--- src/rtl/pkvst_pkg.sv ---
package pkvst_pkg;

    localparam int MAX_PAIRS = 4096;
    localparam int MAX_SLOTS = 65536;
    localparam int PAIR_W = $clog2(MAX_PAIRS);
    localparam int SLOT_W = $clog2(MAX_SLOTS);
    localparam int POS_W = 24;
    localparam int QUEUE_DEPTH = 2;

    localparam logic [2:0] CFG_STORAGE_NARROW = 3'd0;
    localparam logic [2:0] CFG_HEAD_WIDTH = 3'd1;
    localparam logic [2:0] CFG_PAGE_SIZE_SELECT = 3'd2;
    localparam logic [2:0] CFG_LAYER_COUNT = 3'd3;
    localparam logic [2:0] CFG_HEAD_COUNT = 3'd4;
    localparam logic [2:0] CFG_RING_LEN = 3'd5;
    localparam logic [2:0] CFG_TABLE_CAPACITY = 3'd6;

    localparam logic [2:0] ST_OK = 3'd0;
    localparam logic [2:0] ST_BAD_INDEX = 3'd1;
    localparam logic [2:0] ST_BEYOND_TABLE = 3'd2;
    localparam logic [2:0] ST_WRONG_SIZE = 3'd3;
    localparam logic [2:0] ST_PAGE_OVERFLOW = 3'd4;
    localparam logic [2:0] ST_POSITION_LIMIT = 3'd5;

    localparam logic REQ_APPEND = 1'b0;
    localparam logic REQ_ACCESS = 1'b1;

    typedef struct packed {
        logic        req_type;
        logic [6:0]  layer_index;
        logic [6:0]  head_index;
        logic [23:0] position;
        logic [21:0] byte_count;
    } req_item_t;

    typedef struct packed {
        logic [2:0]  status;
        logic [15:0] slot_index;
        logic [20:0] byte_offset;
        logic        newly_allocated;
        logic [23:0] used_position;
        logic [23:0] tokens_written;
    } rsp_item_t;

    typedef struct packed {
        logic        storage_narrow;
        logic [10:0] head_width;
        logic [1:0]  page_size_select;
        logic [7:0]  layer_count;
        logic [7:0]  head_count;
        logic [16:0] ring_len;
        logic [16:0] table_capacity;
    } cfg_t;

    typedef struct packed {
        logic              req_type;
        logic              bad_index;
        logic [PAIR_W-1:0] pair;
        logic [23:0]       position;
        logic [21:0]       byte_count;
    } job_t;

    typedef enum logic [2:0] {
        S_CLEAR,
        S_IDLE,
        S_RDPOS,
        S_DIV,
        S_MUL,
        S_CHECK,
        S_RDPRES
    } back_state_t;

endpackage

--- src/rtl/pkvst_front.sv ---
module pkvst_front
    import pkvst_pkg::*;
(
    input  logic      req_valid,
    input  req_item_t req,
    output logic      req_stall,
    input  cfg_t      cfg,
    input  logic      q_full,
    input  logic      busy,
    output logic      q_push,
    output job_t      q_job
);

    logic [14:0] pair_full;
    logic        range_bad;

    always_comb
    begin
        pair_full = 15'(req.layer_index) * 15'(cfg.head_count) + 15'(req.head_index);
        range_bad = ({1'b0, req.layer_index} >= cfg.layer_count)
                 || ({1'b0, req.head_index} >= cfg.head_count)
                 || (pair_full >= 15'(MAX_PAIRS));
        req_stall = q_full || busy;
        q_push = req_valid && !req_stall;
        q_job.req_type = req.req_type;
        q_job.bad_index = range_bad;
        q_job.pair = pair_full[PAIR_W-1:0];
        q_job.position = req.position;
        q_job.byte_count = req.byte_count;
    end

endmodule

--- config.mk ---
export PLATFORM = sky130hd
export DESIGN_NAME = pkvst_front
export DESIGN_NICKNAME = d
export VERILOG_FILES = /design/src/rtl/pkvst_pkg.sv /design/src/rtl/pkvst_front.sv
export SDC_FILE = /design/constraint.sdc
export NUM_CORES = 1
export LEC_CHECK = 0
export BUFFER_PORTS_ARGS = -buffer_cell sky130_fd_sc_hd__buf_2
export CORE_ASPECT_RATIO = 2
export CORE_MARGIN = 8
export CORE_UTILIZATION = 35
export DETAILED_ROUTE_END_ITERATION = 8
export PLACE_DENSITY = 0.69
export SYNTH_ARGS = -nofsm -noshare
export SYNTH_HDL_FRONTEND = slang
export SYNTH_SLANG_ARGS = --single-unit
--- constraint.sdc ---
create_clock -name vclk -period 5.6
set_clock_uncertainty 0.2 [all_clocks]
set_input_delay 0.56 -clock vclk [all_inputs]
set_output_delay 0.56 -clock vclk [all_outputs]
set_load 0.05 [all_outputs]
==> results.md <==
* Core area at 7885 sq um
* CP required at 4.84 ns
* Antenna violations before repair at 0
* Post-CTS Setup Inserts at 0
* CP max stage delay at 0.55 ns
* Synth Net Count at 557
* CP startpoint kind: input pin
* Die H at 142.8 um
* Yosys top cell area share at 0.2563
* Post-synth top area cell: fa_1
* Worst Path Class, Setup: input pin to primary output
* CLK BUF at 0
* Clk pwr share at 0
* Initial DRC count at 58
* Max-slew violation count at 0
* Count leader, synth: inv_1
* Die area at 11330 sq um
* Synth area leaders: fa_1 26%, ha_1 22%, buf_4 13%, inv_1 10%, and2_1 7.8%
* Boundary pin count at 190
* Sequential cells at 0
* FMAX at 0.1827 GHz
* Crit path DAT at 4.71 ns
* First-pass DRT Iterations at 4
* Fill count at 793
* Storage cell area at 0 sq um
* Endpoint class of the critical path: primary output
* Fin. Hold Viols at 0
* Worst slew pin tran at 0.3045 ns
* Synth unique cells at 37
* RePlAce Congestion at 0.8370
* CTS Hold Bufs at 0
* Syn. warnings at 0
* CP cell instances: buf_6, nand2_2, fa_1, fa_1, inv_1, fa_1, inv_1, fa_1, inv_1, ha_4, a21o_1, nand2_1, nand3b_1, buf_6, a211o_2, o21ai_0, or4_4, buf_8
* First-pass GRT wire length at 11.43 mm
* Outcome: finished clean
* Max-cap violation count at 0
* Slowest cell on the critical path: fa_1
* Sum of negative setup slack at 0 ns
* Post-route ant nets at 0
* Slew HR at 0.7970
* Max VDD drop at 0.0004447 V
* Worst Hold Class: input pin to primary output
* Avg Cell Area, Syn at 8.197 sq um
* Vias in the first global route at 2552
* Largest net degree at the start of global routing at 9
* Top cells by count, synth: 75 x inv_1, 50 x ha_1, 48 x buf_4, 36 x fa_1, 35 x and2_1
* Register area share after synthesis at 0
* Nets at 591
* Power density cells at 438.9 nW/um^2
* Final worst-path cycle share at 0.9775
* DRC Markers at 0
* Tot GR Track Use at 0.1228
* Sequential share of power at 0
* Gr ovfl total at 0
* Switching share of power at 0.6279
* Final WL at 6.850 mm
* Sw Pwr at 0.0008771 W
* Leak Pwr at 1.712 nW
* Via density per instance at 4.885
* Vias at 2301
* # diodes at 0
* Endpoints failing setup at 0
* Syn Inst Count at 343
* Final Critical Period at 5.474 ns
* IO Port Bufs at 48
* Wire per inst at 14.54 um
* Die X at 79.38 um
* Internal power at 0.0005198 W
* Combinational share of power at 1.000
* Synth Cell Area at 2811 sq um
* Final Hold Slack at 0.9200 ns
* CP delay by family, top: adder cells
* Crit-path max FO at 7
* Dpl hpwl at 6.291 mm
* Area delta synth->final at 13.22%
* Starting Density at 0.3566
* Crit path top cell by count: fa_1
* WP buf/inv at 6
* Number of cell rows at 46
* Layout cell share with drive strength beyond 1 at 0.2747
-- metrics by stage --
step	std cells	total power, W	area, sq um	util	setup slack (ns)
2_1_floorplan	343	0.001021	2811	-	0.1681
3_3_place_gp	471	0.001314	3052	0.3870	-0.1142
3_5_place_dp	471	0.001331	3052	0.3870	-0.1739
4_1_cts	471	0.001375	3093	0.3923	0.008852
5_1_grt	471	0.001514	3183	0.4037	-0.00006395
6_report	471	0.001397	3183	0.4037	0.1257
-- repair_timing --
| action | in CTS | in global routing |
|---|---|---|
| endpoints found under the setup margin | 1 | 2 |
| endpoints found under the hold margin | 0 | 0 |
| gates resized for setup | 9 | 31 |
| pin swaps | 4 | 16 |
-- path summary, 6_finish.rpt --
| check | startpoint | end | slack [ns] | depth (start not counted) |
|---|---|---|---|---|
| worst max-delay path | cfg[38] | q_job[58] | 0.13 | 18 |
| worst min-delay path | req[0] | q_job[0] | 0.92 | 0 |
-- logic make-up (layout without fill, tap and decap cells) --
logic type / count (synthesis) / in the layout / share of synthesized area
buf+inv: 123 / 155 / 0.2283
simple gates: 85 / 85 / 0.1660
compound gates: 39 / 39 / 0.09257
xor+xnor: 9 / 9 / 0.03071
fa+ha+maj: 86 / 86 / 0.4789
mux: 1 / 1 / 0.003560
-- final cells by class --
class                      instances  area, sq um  area share
timing repair buffer              80        529.3      0.1663
tap                               96        120.1     0.03774
multi-input combinational        220         2252      0.7075
inverter                          75        281.5     0.08844
-- layout by cell type, fill, tap and decap left out, types with 2 or more instances in the layout --
cell type  instances
inv_1             75
ha_1              45
buf_2             39
fa_1              36
buf_4             34
and2_1            33
nand2_1           18
a21oi_1           16
nor2_1             7
nand3_1            7
nand2_2            5
xnor2_1            5
buf_6              5
o21ai_0            4
ha_4               4
o21bai_1           3
xor2_1             3
a211oi_2           3
and2_4             2
a31oi_1            2
o21a_1             2
nand4b_1           2
-- power groups by stage --
stage	logic, W	registers, W	clock network, W
after floorplan	0.00102	0	0
after global placement	0.00131	0	0
after detailed placement	0.00133	0	0
after CTS	0.00137	0	0
after global routing	0.00151	0	0
final	0.00140	0	0
-- per-layer routing --
metal / vias up / part of all wire / GRT usage
met1: 1108 / 0.33 / 0.1137
met2: 60 / 0.58 / 0.2556
li1: 1099 / - / -
met4: 0 / 0.030 / 0.03736
met3: 34 / 0.051 / 0.01637
met5: - / 0 / 0
Note: power is estimated with default switching activity, not from simulation.
