==> src/rtl/pkvst_pkg.sv <==
package pkvst_pkg;

    localparam int MAX_PAIRS = 4096;
    localparam int MAX_SLOTS = 65536;
    localparam int PAIR_W = $clog2(MAX_PAIRS);
    localparam int SLOT_W = $clog2(MAX_SLOTS);
    localparam int POS_W = 24;
    localparam int QUEUE_DEPTH = 2;

    localparam logic [2:0] CFG_STORAGE_NARROW = 3'd0;
    localparam logic [2:0] CFG_HEAD_WIDTH = 3'd1;
    localparam logic [2:0] CFG_PAGE_SIZE_SELECT = 3'd2;
    localparam logic [2:0] CFG_LAYER_COUNT = 3'd3;
    localparam logic [2:0] CFG_HEAD_COUNT = 3'd4;
    localparam logic [2:0] CFG_RING_LEN = 3'd5;
    localparam logic [2:0] CFG_TABLE_CAPACITY = 3'd6;

    localparam logic [2:0] ST_OK = 3'd0;
    localparam logic [2:0] ST_BAD_INDEX = 3'd1;
    localparam logic [2:0] ST_BEYOND_TABLE = 3'd2;
    localparam logic [2:0] ST_WRONG_SIZE = 3'd3;
    localparam logic [2:0] ST_PAGE_OVERFLOW = 3'd4;
    localparam logic [2:0] ST_POSITION_LIMIT = 3'd5;

    localparam logic REQ_APPEND = 1'b0;
    localparam logic REQ_ACCESS = 1'b1;

    typedef struct packed {
        logic        req_type;
        logic [6:0]  layer_index;
        logic [6:0]  head_index;
        logic [23:0] position;
        logic [21:0] byte_count;
    } req_item_t;

    typedef struct packed {
        logic [2:0]  status;
        logic [15:0] slot_index;
        logic [20:0] byte_offset;
        logic        newly_allocated;
        logic [23:0] used_position;
        logic [23:0] tokens_written;
    } rsp_item_t;

    typedef struct packed {
        logic        storage_narrow;
        logic [10:0] head_width;
        logic [1:0]  page_size_select;
        logic [7:0]  layer_count;
        logic [7:0]  head_count;
        logic [16:0] ring_len;
        logic [16:0] table_capacity;
    } cfg_t;

    typedef struct packed {
        logic              req_type;
        logic              bad_index;
        logic [PAIR_W-1:0] pair;
        logic [23:0]       position;
        logic [21:0]       byte_count;
    } job_t;

    typedef enum logic [2:0] {
        S_CLEAR,
        S_IDLE,
        S_RDPOS,
        S_DIV,
        S_MUL,
        S_CHECK,
        S_RDPRES
    } back_state_t;

endpackage

==> src/rtl/pkvst_queue.sv <==
module pkvst_queue
    import pkvst_pkg::*;
(
    input  logic clk,
    input  logic rst_n,
    input  logic push,
    input  job_t push_job,
    input  logic pop,
    output logic q_valid,
    output logic q_full,
    output job_t head_job
);

    localparam int PTR_W = $clog2(QUEUE_DEPTH);

    job_t             entry_reg [QUEUE_DEPTH];
    logic [PTR_W-1:0] wr_ptr_reg, wr_ptr_next;
    logic [PTR_W-1:0] rd_ptr_reg, rd_ptr_next;
    logic [PTR_W:0]   count_reg, count_next;

    always_comb
    begin
        q_valid = (count_reg != '0);
        q_full = (count_reg == (PTR_W+1)'(QUEUE_DEPTH));
        head_job = entry_reg[rd_ptr_reg];
        wr_ptr_next = push ? PTR_W'(wr_ptr_reg + 1'b1) : wr_ptr_reg;
        rd_ptr_next = pop ? PTR_W'(rd_ptr_reg + 1'b1) : rd_ptr_reg;
        count_next = count_reg + (PTR_W+1)'(push) - (PTR_W+1)'(pop);
    end

    always_ff @(posedge clk)
    begin
        if (push)
        begin
            entry_reg[wr_ptr_reg] <= push_job;
        end
    end

    always_ff @(posedge clk or negedge rst_n)
    begin
        if (!rst_n)
        begin
            wr_ptr_reg <= '0;
            rd_ptr_reg <= '0;
            count_reg <= '0;
        end
        else
        begin
            wr_ptr_reg <= wr_ptr_next;
            rd_ptr_reg <= rd_ptr_next;
            count_reg <= count_next;
        end
    end

endmodule

==> config.mk <==
export PLATFORM = sky130hd
export DESIGN_NAME = pkvst_queue
export DESIGN_NICKNAME = d
export VERILOG_FILES = /design/src/rtl/pkvst_pkg.sv /design/src/rtl/pkvst_queue.sv
export SDC_FILE = /design/constraint.sdc
export NUM_CORES = 1
export LEC_CHECK = 0
export ABC_AREA = 1
export BUFFER_PORTS_ARGS = -buffer_cell sky130_fd_sc_hd__buf_4
export CORE_UTILIZATION = 40
export CTS_CLUSTER_DIAMETER = 60
export DETAILED_ROUTE_END_ITERATION = 16
export PLACE_DENSITY = 0.71
export SLEW_MARGIN = 20
export SYNTH_ARGS = -nofsm -noshare
export SYNTH_HDL_FRONTEND = slang
export SYNTH_SLANG_ARGS = --single-unit
==> constraint.sdc <==
create_clock -name clk -period 3.95 [get_ports clk]
set_input_delay 0.79 -clock clk [delete_from_list [all_inputs] [get_ports clk]]
set_output_delay 0.79 -clock clk [all_outputs]
set_load 0.03 [all_outputs]
==> run metrics <==
total core area=0.0111 mm²; clock sink count=124; GRT Util Overall=0.141; Max Fclk=344 MHz; Final Wtd Congestion=0.653; flops & latches, synth=124; class of the worst hold path=input port to asynchronous set/reset pin; Post-CTS Hold Buffers=0; Nets=538; startpoint types=register; Layout area overhead=35.0%; CTS root buf=clkbuf_16; CP Data Arrival Time=2.12 ns; setup TNS=0 ns; diode count=0; RSZ-0062 raised after global routing=false; Die W=110 µm; PostCTS Resize Cnt=0; Final Hold Vio Count=0; Max Cap Viol=0; Worst-Margin Slew=1.04 ns; Setup CP Type=register to output pin; CTS tree=done; Initial Util=0.419; worst flop-to-flop path endpoint=entry_reg[0][33]; Worst path max stage delay=1.09 ns; Mapped Avg Cell Area=13.7 µm²; Clock Skews=0.00271 ns; latest clock arrival within the worst-skew pair=0.39 ns; Yosys Warn Count=0; status=finished, final reports clean; Tcrit/Tclk final=0.736; Rows=38; syn nets=404; H-tree Lvls=4; dpl ws=1.45 ns; setup slack after layout=1.04 ns; FF-to-FF Start=wr_ptr_reg; number of port buffers=125; CP max stage cell=dfrtp_4; placed inst area=0.00571 mm²; layout cell share with drive strength beyond 1=0.326; Cells after Synth=338; Tot Pwr=5.10 mW; Slew headroom=0.308; Leak=2.67 nW; non-filler cells, final=625; internal power=3.25 mW; number of routed nets with antenna violations=0; Via density=4.51; dpl cells=593; maximum root-to-sink buffer count=2; max FFs per register=120; Clk pin slew, worst setup/hold paths=0.05 ns; DR pass1 iterations=6; vias=2,818; sw frac=0.362; first-pass GRT wire length=12,400 µm; DP HPWL=5180 µm; post-synthesis cell area=0.00464 mm²; internal reg-to-reg setup slack=2.30 ns; Max VDD drop=0.000451 V; sequential share of the synthesized area=0.797; Die Span Y=110 µm; PwrDens=813 mW/mm²; area leader, netlist=edfxtp_1; antenna violations before repair=0; DRT Wirelength=8160 µm; Synth area leaders=edfxtp_1 (78%), o21ai_0 (6.5%), inv_1 (5.4%); Critical Path RT=3.16 ns; worst path cell trace=o21ai_0 > buf_4; Seq pwr share=0.386; Max Slew Vio Count=0; Boundary Pins=126; final setup violation count=0; FF-to-FF path depth=2; combinational share of power=0.333; GRT overflow=0; TritonCTS buffer count=17; P_sw=1.85 mW; die area=0.0120 mm²; Netlist cell types=13; share of the synthesized area in the top cell type=0.776; Filler cells=935; vias in the first global route=2,714; Clk pwr share=0.282; DRT iter0 DRCs=98; Finished Cell Area=0.00627 mm²; maximum number of pins on one net before global-route repair=122; CP Capture Type=output pin; peak fanout along the critical path=121; wire per inst=13.1 µm; Residual DRC=0; Tmin final=2.91 ns; number of setup buffers added after CTS=0
## per-stage QoR
| step | hold slack (ns) | utilization |
|---|---|---|
| floorplan | 0.463 | - |
| global placement | 0.529 | 0.515 |
| detailed placement | 0.541 | 0.515 |
| CTS | 0.170 | 0.566 |
| global route | 0.166 | 0.566 |
| finish | 0.190 | 0.566 |
## Yosys cell counts
master,instances
nor2_1,2
nand2_1,67
xor2_1,2
inv_1,67
buf_4,6
o21ai_0,60
ha_1,2
edfxtp_1,120
dfrtp_1,4
clkbuf_1,3
buf_6,1
buf_2,3
nand3_1,1
## cell families (layout without fill, tap and decap cells)
kind of cell / after synthesis / in the layout / share of synthesized area
AND/OR/NAND/NOR: 70 / 70 / 0.0568
AO/OA/AOI/OAI: 60 / 60 / 0.0647
XOR/XNOR: 2 / 2 / 0.00377
buffers and inverters: 80 / 227 / 0.0719
flip-flops: 124 / 124 / 0.797
adder cells (fa/ha/maj): 2 / 2 / 0.00539
## area by class of cell
type / count / area [µm²] / share of cell area
Timing Repair Buffer: 128 / 961 / 0.153
Sequential cell: 124 / 3710 / 0.591
Clock inverter: 13 / 126 / 0.0202
Clock buffer: 19 / 433 / 0.0691
Inverter: 67 / 251 / 0.0401
Tap cell: 140 / 175 / 0.0279
Multi-Input combinational cell: 134 / 614 / 0.0980
## critical path, delay by kind of cell (launching register included)
family / cells / cell delay (ns)
DFF: 1 / 1.09
AOI/OAI and AO/OA: 1 / 0.32
buffers and inverters: 1 / 0.25
## worst max path at each step
stage                           from         endpoint  cells past startpoint
after floorplan                 push  entry_reg[0][0]                      2
after global placement    rd_ptr_reg      head_job[9]                      2
after detailed placement  rd_ptr_reg      head_job[9]                      2
after CTS                 rd_ptr_reg      head_job[9]                      2
after global routing      rd_ptr_reg     head_job[52]                      2
final                     rd_ptr_reg     head_job[52]                      2
## power by group through the flow
stage / clock network, mW / logic (mW) / registers, mW
2_1_floorplan: 0 / 1.21 / 1.84
6_report: 1.44 / 1.70 / 1.97
4_1_cts: 1.47 / 1.72 / 1.98
5_1_grt: 1.53 / 1.83 / 2.01
3_5_place_dp: 0 / 1.72 / 2.00
3_3_place_gp: 0 / 1.70 / 1.99
## cells in the final DEF (no fill, tap or decap)
| master | count |
|---|---|
| clkinvlp_4 | 3 |
| inv_1 | 66 |
| nand2_1 | 67 |
| inv_2 | 1 |
| clkbuf_1 | 2 |
| clkinv_1 | 3 |
| clkbuf_16 | 17 |
| bufinv_16 | 2 |
| ha_1 | 2 |
| clkinv_2 | 3 |
| nand3_1 | 1 |
| nor2_4 | 1 |
| dfrtp_4 | 1 |
| xor2_1 | 2 |
| o21ai_0 | 60 |
| dfrtp_1 | 3 |
| buf_4 | 128 |
| nor2_1 | 1 |
| edfxtp_1 | 120 |
| clkinv_4 | 2 |
## routing by layer
metal	routed length (µm)	part of all wire	track usage
met2	4190	0.51	0.235
met1	3360	0.41	0.165
met3	576	0.071	0.0528
met4	26	0.0032	0.0581
met5	0	0	0
Power figures use the tool's default switching activity.
